==> config.mk <==
export PLATFORM = sky130hd
export DESIGN_NAME = header_length_sum_deframer_core
export DESIGN_NICKNAME = d
export VERILOG_FILES = /design/src/hlsd_pkg.sv /design/src/hlsd_in_stage.sv /design/src/hlsd_frame.sv /design/src/hlsd_out_stage.sv /design/src/header_length_sum_deframer_core.sv
export SDC_FILE = /design/constraint.sdc
export NUM_CORES = 1
export LEC_CHECK = 0
export CAP_MARGIN = 20
export CORE_MARGIN = 8
export CORE_UTILIZATION = 55
export CTS_CLUSTER_DIAMETER = 100
export CTS_CLUSTER_SIZE = 28
export DETAILED_ROUTE_END_ITERATION = 10
export DONT_BUFFER_PORTS = 1
export PLACE_DENSITY = 0.79
export SYNTH_ARGS = -nofsm -noshare
export SYNTH_HDL_FRONTEND = slang
export SYNTH_HIERARCHICAL = 1
export SYNTH_SLANG_ARGS = --single-unit
==> constraint.sdc <==
create_clock -name clk_i -period 2.9 [get_ports clk_i]
set_input_delay 0.58 -clock clk_i [delete_from_list [all_inputs] [get_ports clk_i]]
set_output_delay 0.58 -clock clk_i [all_outputs]
set_load 0.1 [all_outputs]
==> src/hlsd_pkg.sv <==
// ----------------------------------------------------------------------------
// hlsd_pkg
// Shared types and constants of the length-prefixed frame receiver.
// ----------------------------------------------------------------------------
`default_nettype none

package hlsd_pkg;

  // Reset value of the header byte register
  localparam logic [7:0] DefaultHeader = 8'hAA;

  // Result kind codes
  localparam logic KindPayload = 1'b0;
  localparam logic KindEnd     = 1'b1;

  // One result beat
  typedef struct packed {
    logic       kind;
    logic [7:0] data;
    logic [7:0] index;
    logic [7:0] pkt_length;
    logic       checksum_ok;
  } result_t;

endpackage : hlsd_pkg

`default_nettype wire

==> src/hlsd_in_stage.sv <==
// ----------------------------------------------------------------------------
// hlsd_in_stage
// Input register: captures one received byte per beat and holds it until the
// frame tracker takes it.
// ----------------------------------------------------------------------------
`default_nettype none

module hlsd_in_stage (
  input  wire logic       clk_i,
  input  wire logic       rst_ni,
  input  wire logic       rx_valid_i,
  output logic            rx_ready_o,
  input  wire logic [7:0] rx_byte_i,
  output logic            byte_valid_o,
  output logic [7:0]      byte_o,
  input  wire logic       advance_i
);

  logic       valid_q, valid_d;
  logic [7:0] byte_q;
  logic       load;

  // Take a new beat when empty or when the held byte moves on this cycle
  assign rx_ready_o = !valid_q || advance_i;
  assign load       = rx_valid_i && rx_ready_o;

  always_comb begin
    valid_d = valid_q;
    if (load) begin
      valid_d = 1'b1;
    end else if (advance_i) begin
      valid_d = 1'b0;
    end
  end

  always_ff @(posedge clk_i or negedge rst_ni) begin
    if (!rst_ni) begin
      valid_q <= 1'b0;
    end else begin
      valid_q <= valid_d;
    end
  end

  // Payload register, no reset
  always_ff @(posedge clk_i) begin
    if (load) begin
      byte_q <= rx_byte_i;
    end
  end

  assign byte_valid_o = valid_q;
  assign byte_o       = byte_q;

endmodule : hlsd_in_stage

`default_nettype wire

==> src/hlsd_frame.sv <==
// ----------------------------------------------------------------------------
// hlsd_frame
// Frame tracker: hunts for the header, takes the length, streams payload bytes
// with their index while summing them, then checks the checksum byte.
// ----------------------------------------------------------------------------
`default_nettype none

module hlsd_frame (
  input  wire logic             clk_i,
  input  wire logic             rst_ni,
  input  wire logic             fire_i,
  input  wire logic [7:0]       byte_i,
  input  wire logic [7:0]       header_i,
  output logic                  res_valid_o,
  output hlsd_pkg::result_t     res_o
);

  typedef enum logic [1:0] {
    PhHunt    = 2'd0,
    PhLength  = 2'd1,
    PhPayload = 2'd2,
    PhCheck   = 2'd3
  } phase_e;

  phase_e     phase_q, phase_d;
  logic [7:0] count_q, count_d;
  logic [7:0] sum_q, sum_d;
  logic [7:0] len_q, len_d;
  logic [7:0] count_inc;

  assign count_inc = count_q + 8'd1;

  // Next state and result for the byte presented this cycle
  always_comb begin
    phase_d     = phase_q;
    count_d     = count_q;
    sum_d       = sum_q;
    len_d       = len_q;
    res_valid_o = 1'b0;
    res_o       = '{kind: hlsd_pkg::KindPayload, data: byte_i, index: count_q,
                    pkt_length: len_q, checksum_ok: 1'b0};
    unique case (phase_q)
      PhHunt: begin
        if (byte_i == header_i) begin
          phase_d = PhLength;
        end
      end
      PhLength: begin
        len_d   = byte_i;
        count_d = '0;
        sum_d   = '0;
        // zero length goes straight to the checksum byte
        phase_d = (byte_i == 8'd0) ? PhCheck : PhPayload;
      end
      PhPayload: begin
        res_valid_o = 1'b1;
        sum_d       = sum_q + byte_i;
        count_d     = count_inc;
        if (count_inc == len_q) begin
          phase_d = PhCheck;
        end
      end
      PhCheck: begin
        res_valid_o       = 1'b1;
        res_o.kind        = hlsd_pkg::KindEnd;
        res_o.index       = '0;
        res_o.checksum_ok = (sum_q == byte_i);
        phase_d           = PhHunt;
        count_d           = '0;
        sum_d             = '0;
        len_d             = '0;
      end
      default: begin
        phase_d = PhHunt;
      end
    endcase
  end

  always_ff @(posedge clk_i or negedge rst_ni) begin
    if (!rst_ni) begin
      phase_q <= PhHunt;
      count_q <= '0;
      sum_q   <= '0;
      len_q   <= '0;
    end else if (fire_i) begin
      phase_q <= phase_d;
      count_q <= count_d;
      sum_q   <= sum_d;
      len_q   <= len_d;
    end
  end

endmodule : hlsd_frame

`default_nettype wire

==> src/hlsd_out_stage.sv <==
// ----------------------------------------------------------------------------
// hlsd_out_stage
// Result register: holds one result beat until the sink takes it.
// ----------------------------------------------------------------------------
`default_nettype none

module hlsd_out_stage (
  input  wire logic              clk_i,
  input  wire logic              rst_ni,
  input  wire logic              load_i,
  input  wire hlsd_pkg::result_t res_i,
  output logic                   space_o,
  output logic                   out_valid_o,
  input  wire logic              out_ready_i,
  output hlsd_pkg::result_t      res_o
);

  logic              valid_q, valid_d;
  hlsd_pkg::result_t res_q;

  // Room for a new beat when empty or when the held one leaves now
  assign space_o = !valid_q || out_ready_i;

  always_comb begin
    valid_d = valid_q;
    if (load_i) begin
      valid_d = 1'b1;
    end else if (out_ready_i) begin
      valid_d = 1'b0;
    end
  end

  always_ff @(posedge clk_i or negedge rst_ni) begin
    if (!rst_ni) begin
      valid_q <= 1'b0;
    end else begin
      valid_q <= valid_d;
    end
  end

  always_ff @(posedge clk_i) begin
    if (load_i) begin
      res_q <= res_i;
    end
  end

  assign out_valid_o = valid_q;
  assign res_o       = res_q;

endmodule : hlsd_out_stage

`default_nettype wire

==> src/header_length_sum_deframer_core.sv <==
// ----------------------------------------------------------------------------
// header_length_sum_deframer_core
// Receiver for length-prefixed byte frames with an 8-bit additive checksum.
// ----------------------------------------------------------------------------
// One received byte per beat on rx. After a byte equal to the header register
// (0xAA after reset) the next byte is the payload length; that many payload
// bytes follow, each giving a result beat with kind payload and its index,
// then a checksum byte giving a packet-end beat with the length and whether
// the modulo-256 payload sum matched. Header and length bytes give nothing;
// a zero length goes straight to the checksum byte. A byte is held in the
// input register until the result register can take its beat, and its result
// is loaded into the result register as it moves on. The block takes one byte
// every cycle as long as the result register is free or being emptied. The
// header register is written through the cfg channel, which is always ready.
// ----------------------------------------------------------------------------
`default_nettype none

module header_length_sum_deframer_core (
  input  wire logic       clk_i,
  input  wire logic       rst_ni,
  // configuration
  input  wire logic       cfg_valid_i,
  output logic            cfg_ready_o,
  input  wire logic [7:0] cfg_header_byte_i,
  // received bytes
  input  wire logic       rx_valid_i,
  output logic            rx_ready_o,
  input  wire logic [7:0] rx_byte_i,
  // results
  output logic            out_valid_o,
  input  wire logic       out_ready_i,
  output logic            kind_o,
  output logic [7:0]      data_o,
  output logic [7:0]      index_o,
  output logic [7:0]      pkt_length_o,
  output logic            checksum_ok_o
);

  logic              header_we;
  logic [7:0]        header_byte_q;
  logic              byte_valid;
  logic [7:0]        byte_held;
  logic              advance;
  logic              res_valid;
  logic              space;
  hlsd_pkg::result_t res_comb;
  hlsd_pkg::result_t res_out;

  // Header byte register
  assign cfg_ready_o = 1'b1;
  assign header_we   = cfg_valid_i && cfg_ready_o;

  always_ff @(posedge clk_i or negedge rst_ni) begin
    if (!rst_ni) begin
      header_byte_q <= hlsd_pkg::DefaultHeader;
    end else if (header_we) begin
      header_byte_q <= cfg_header_byte_i;
    end
  end

  // Held byte moves on when the result register can take its beat
  assign advance = byte_valid && space;

  hlsd_in_stage u_in (
    .clk_i        (clk_i),
    .rst_ni       (rst_ni),
    .rx_valid_i   (rx_valid_i),
    .rx_ready_o   (rx_ready_o),
    .rx_byte_i    (rx_byte_i),
    .byte_valid_o (byte_valid),
    .byte_o       (byte_held),
    .advance_i    (advance)
  );

  hlsd_frame u_frame (
    .clk_i       (clk_i),
    .rst_ni      (rst_ni),
    .fire_i      (advance),
    .byte_i      (byte_held),
    .header_i    (header_byte_q),
    .res_valid_o (res_valid),
    .res_o       (res_comb)
  );

  hlsd_out_stage u_out (
    .clk_i       (clk_i),
    .rst_ni      (rst_ni),
    .load_i      (advance && res_valid),
    .res_i       (res_comb),
    .space_o     (space),
    .out_valid_o (out_valid_o),
    .out_ready_i (out_ready_i),
    .res_o       (res_out)
  );

  assign kind_o        = res_out.kind;
  assign data_o        = res_out.data;
  assign index_o       = res_out.index;
  assign pkt_length_o  = res_out.pkt_length;
  assign checksum_ok_o = res_out.checksum_ok;

  // Checks
  a_end_index_zero : assert property (@(posedge clk_i) disable iff (!rst_ni)
    out_valid_o && (kind_o == hlsd_pkg::KindEnd) |-> (index_o == 8'd0))
    else $error("packet-end beat with non-zero index");

  a_payload_no_ok : assert property (@(posedge clk_i) disable iff (!rst_ni)
    out_valid_o && (kind_o == hlsd_pkg::KindPayload) |-> !checksum_ok_o)
    else $error("payload beat with checksum flag set");

  a_payload_in_range : assert property (@(posedge clk_i) disable iff (!rst_ni)
    out_valid_o && (kind_o == hlsd_pkg::KindPayload) |-> (index_o < pkt_length_o))
    else $error("payload index beyond declared length");

  a_no_load_when_full : assert property (@(posedge clk_i) disable iff (!rst_ni)
    out_valid_o && !out_ready_i && byte_valid |=> $stable(res_out))
    else $error("result register overwritten while stalled");

endmodule : header_length_sum_deframer_core

`default_nettype wire

==> impl_metrics.json <==
{
  "timing.fmax_mhz": 431,
  "yosysSeqAreaShare_pct": 55.7,
  "critPathMaxStageDelay_ps": 460,
  "slew_headroom_pct": 39.2,
  "cp-end-kind": "flop",
  "clkTransAtPathRegs_ps": 70,
  "place_ws_ps": 603,
  "clockBufferDepth": 2,
  "reg2reg_slack_ps": 580,
  "die_h_um": 95.3,
  "vias": 2128,
  "finalCriticalPeriod_ps": 2320,
  "min_path_type": "input port to async pin",
  "avgRoutedWirePerCell_um": 18.7,
  "ys_async_sr_fraction_pct": 51.4,
  "nNetsFinal": 313,
  "syn-cell-area_mm2": 0.00346,
  "worst_pin_slew_ps": 914,
  "portBuffers": 0,
  "htreeDepth": 3,
  "cts_root_buf": "clkbuf_8",
  "first_pass_iters": 4,
  "cts_setup_buffers": 0,
  "ioPinCount": 50,
  "fill_cells": 492,
  "cts_resized": 0,
  "yosysWarnings": 6,
  "rows": 29,
  "syn2layout_area_growth_pct": 6.51,
  "layoutNonFillerInstCount": 360,
  "finClkSkew_ps": 5.62,
  "grt_pass1_vias": 2266,
  "synth_area_per_cell_um2": 12.2,
  "final_area_mm2": 0.00369,
  "layout_commonest_cell": "edfxtp_1",
  "final_cell_mix": "edfxtp_1 (34), dfrtp_1 (32), xnor2_1 (19)",
  "syn_nets": 318,
  "placed_cells": 343,
  "grtUsageTotal_pct": 16.7,
  "crit_fanout": 7,
  "dpl.hpwl_um": 4830,
  "synth_cells": 283,
  "grt_antenna_before_repair": 0,
  "gp_congestion": 0.820,
  "clkSinkCount": 70,
  "drtIter0Drc": 170,
  "post-route-period-util_pct": 80.0,
  "floorplan.initialDensity_pct": 55.8,
  "rr_startpoint": "u_frame/count_q[0]$_DFFE_PN0P_",
  "startpoint_type": "flop",
  "final_antenna_net_count": 0,
  "rsz0062_at_grt": "no",
  "die_w_um": 95.3,
  "setup_slack_ps": 581,
  "r2r_cells": 6,
  "cts_made_buffers": 9,
  "dieArea_mm2": 0.00909,
  "wirelength_um": 6740,
  "worstPathCellList": "ha_1 -> nor2b_1 -> o311a_1 -> o41ai_2 -> and4_1 -> mux2_1",
  "final-max-slew-violation-count": 0,
  "ctsHoldBuffers": 1,
  "clk_latency_ps": 350,
  "core_mm2": 0.00620,
  "grt_max_degree": 33,
  "cts_tree": "yes",
  "cp.required_ps": 3130,
  "drcViolationCount": 0,
  "antenna_cells": 0,
  "overflow": 0,
  "critPathKind": "flop to flop",
  "setup_violations": 0,
  "tns_ps": 0,
  "post_dp_cell_area_mm2": 0.00346,
  "crit_slowest_cell": "dfrtp_1",
  "via_per_inst": 5.91,
  "status": "finished clean",
  "grt_pass1_wl_um": 11400,
  "ys_types": 54,
  "ys_ff_latch": 70,
  "finalHoldViolCount": 0,
  "worstReg2RegEnd": "u_frame/phase_q[1]$_DFFE_PN0P_",
  "cp.buffers_inverters": 0,
  "synth_edf_count": 34,
  "crit_arrival_ps": 2550,
  "cap_violations": 0,
  "synth_ff_type": "edfxtp_1",
  "critical_path.top_delay_family": "compound AO/OA/AOI/OAI gates",
  "drive_above_1_share_pct": 13.8
}
## worst reg2reg max path, delay by kind of cell (launching register included)
family	cells	cell delay, ps
mux	1	340
compound gates	2	670
flops	1	460
fa+ha+maj	1	290
simple gates	2	450
## area by class of cell
cell class	count	area [µm²]	area share [%]
multi-input combinational	177	1340	36.5
tap	77	96.3	2.61
clock buffer	11	131	3.56
inverter	13	48.8	1.32
clock inverter	5	73.8	2.00
sequential	70	1930	52.3
timing repair buffer	7	65.1	1.77
## sequential cells by signal, summed over array words and instances, names as in the netlist
signal / cells
u_out/res_o: 26
header_byte_q: 8
u_frame/count_q: 8
u_frame/len_q: 8
u_frame/sum_q: 8
u_in/byte_o: 8
u_frame/phase_q: 2
u_in/byte_valid_o: 1
u_out/out_valid_o: 1
## metal layers
metal,up-vias,track usage (%),wire [µm]
li1,1005,-,-
met1,1033,19.4,2780
met2,70,26.7,3410
met3,20,4.09,363
met4,0,11.6,197
met5,-,0,0
## how the worst max path moves through the flow
stage                                    from                              to  cells past startpoint  slack (ps)
2_1_floorplan   u_out/out_valid_o$_DFFE_PN0P_  u_frame/count_q[7]$_DFFE_PN0P_                      7         480
3_3_place_gp   u_frame/count_q[0]$_DFFE_PN0P_  u_frame/phase_q[1]$_DFFE_PN0P_                      6         700
3_5_place_dp   u_frame/count_q[0]$_DFFE_PN0P_  u_frame/phase_q[1]$_DFFE_PN0P_                      6         600
4_1_cts        u_frame/count_q[0]$_DFFE_PN0P_  u_frame/phase_q[1]$_DFFE_PN0P_                      6         580
5_1_grt        u_frame/count_q[0]$_DFFE_PN0P_  u_frame/phase_q[1]$_DFFE_PN0P_                      6         480
6_report       u_frame/count_q[0]$_DFFE_PN0P_  u_frame/phase_q[1]$_DFFE_PN0P_                      6         580
## cell usage after synthesis (all sizes together) (3+ instances only)
master | number | share of area (%)
edfxtp | 34 | 30
dfrtp | 32 | 23
xnor2 | 19 | 4.8
o21ai | 16 | 2.3
buf | 15 | 3.2
ha | 13 | 4.7
inv | 13 | 1.4
nand3 | 11 | 1.6
nand2 | 10 | 1.1
nor2 | 10 | 1.1
nor2b | 10 | 1.8
mux2 | 9 | 3.8
o21a | 9 | 2.0
clkbuf | 8 | 0.90
o22ai | 8 | 1.4
xor2 | 7 | 1.8
a21oi | 6 | 0.87
and3 | 5 | 1.0
a21o | 4 | 0.87
a22o | 4 | 1.0
dfstp | 4 | 3.0
nand2b | 4 | 1.2
nand4 | 4 | 0.72
nor3 | 3 | 0.43
nor4 | 3 | 0.54
## metrics by stage
| step | hold WS, ps | util (%) |
|---|---|---|
| finish | 57.5 | 59.4 |
| global route | 51.4 | 59.4 |
| CTS | 52.3 | 59.4 |
| detailed placement | 286 | 55.8 |
| global placement | 286 | 55.8 |
| floorplan | 284 | - |
## cell families after synthesis
family | count (synthesis) | synth area share (%)
DFF | 70 | 55.7
and+or+nand+nor | 68 | 11.3
AOI/OAI and AO/OA | 59 | 11.8
buffers and inverters | 36 | 5.50
xor gates and xnor gates | 26 | 6.58
adders and majority gates | 14 | 5.28
muxes | 9 | 3.80
other | 1 | 0.108
Power is left out: the tool's default activity adds up to more than one toggle a clock period on the data nets, which glitch-free logic cannot reach.
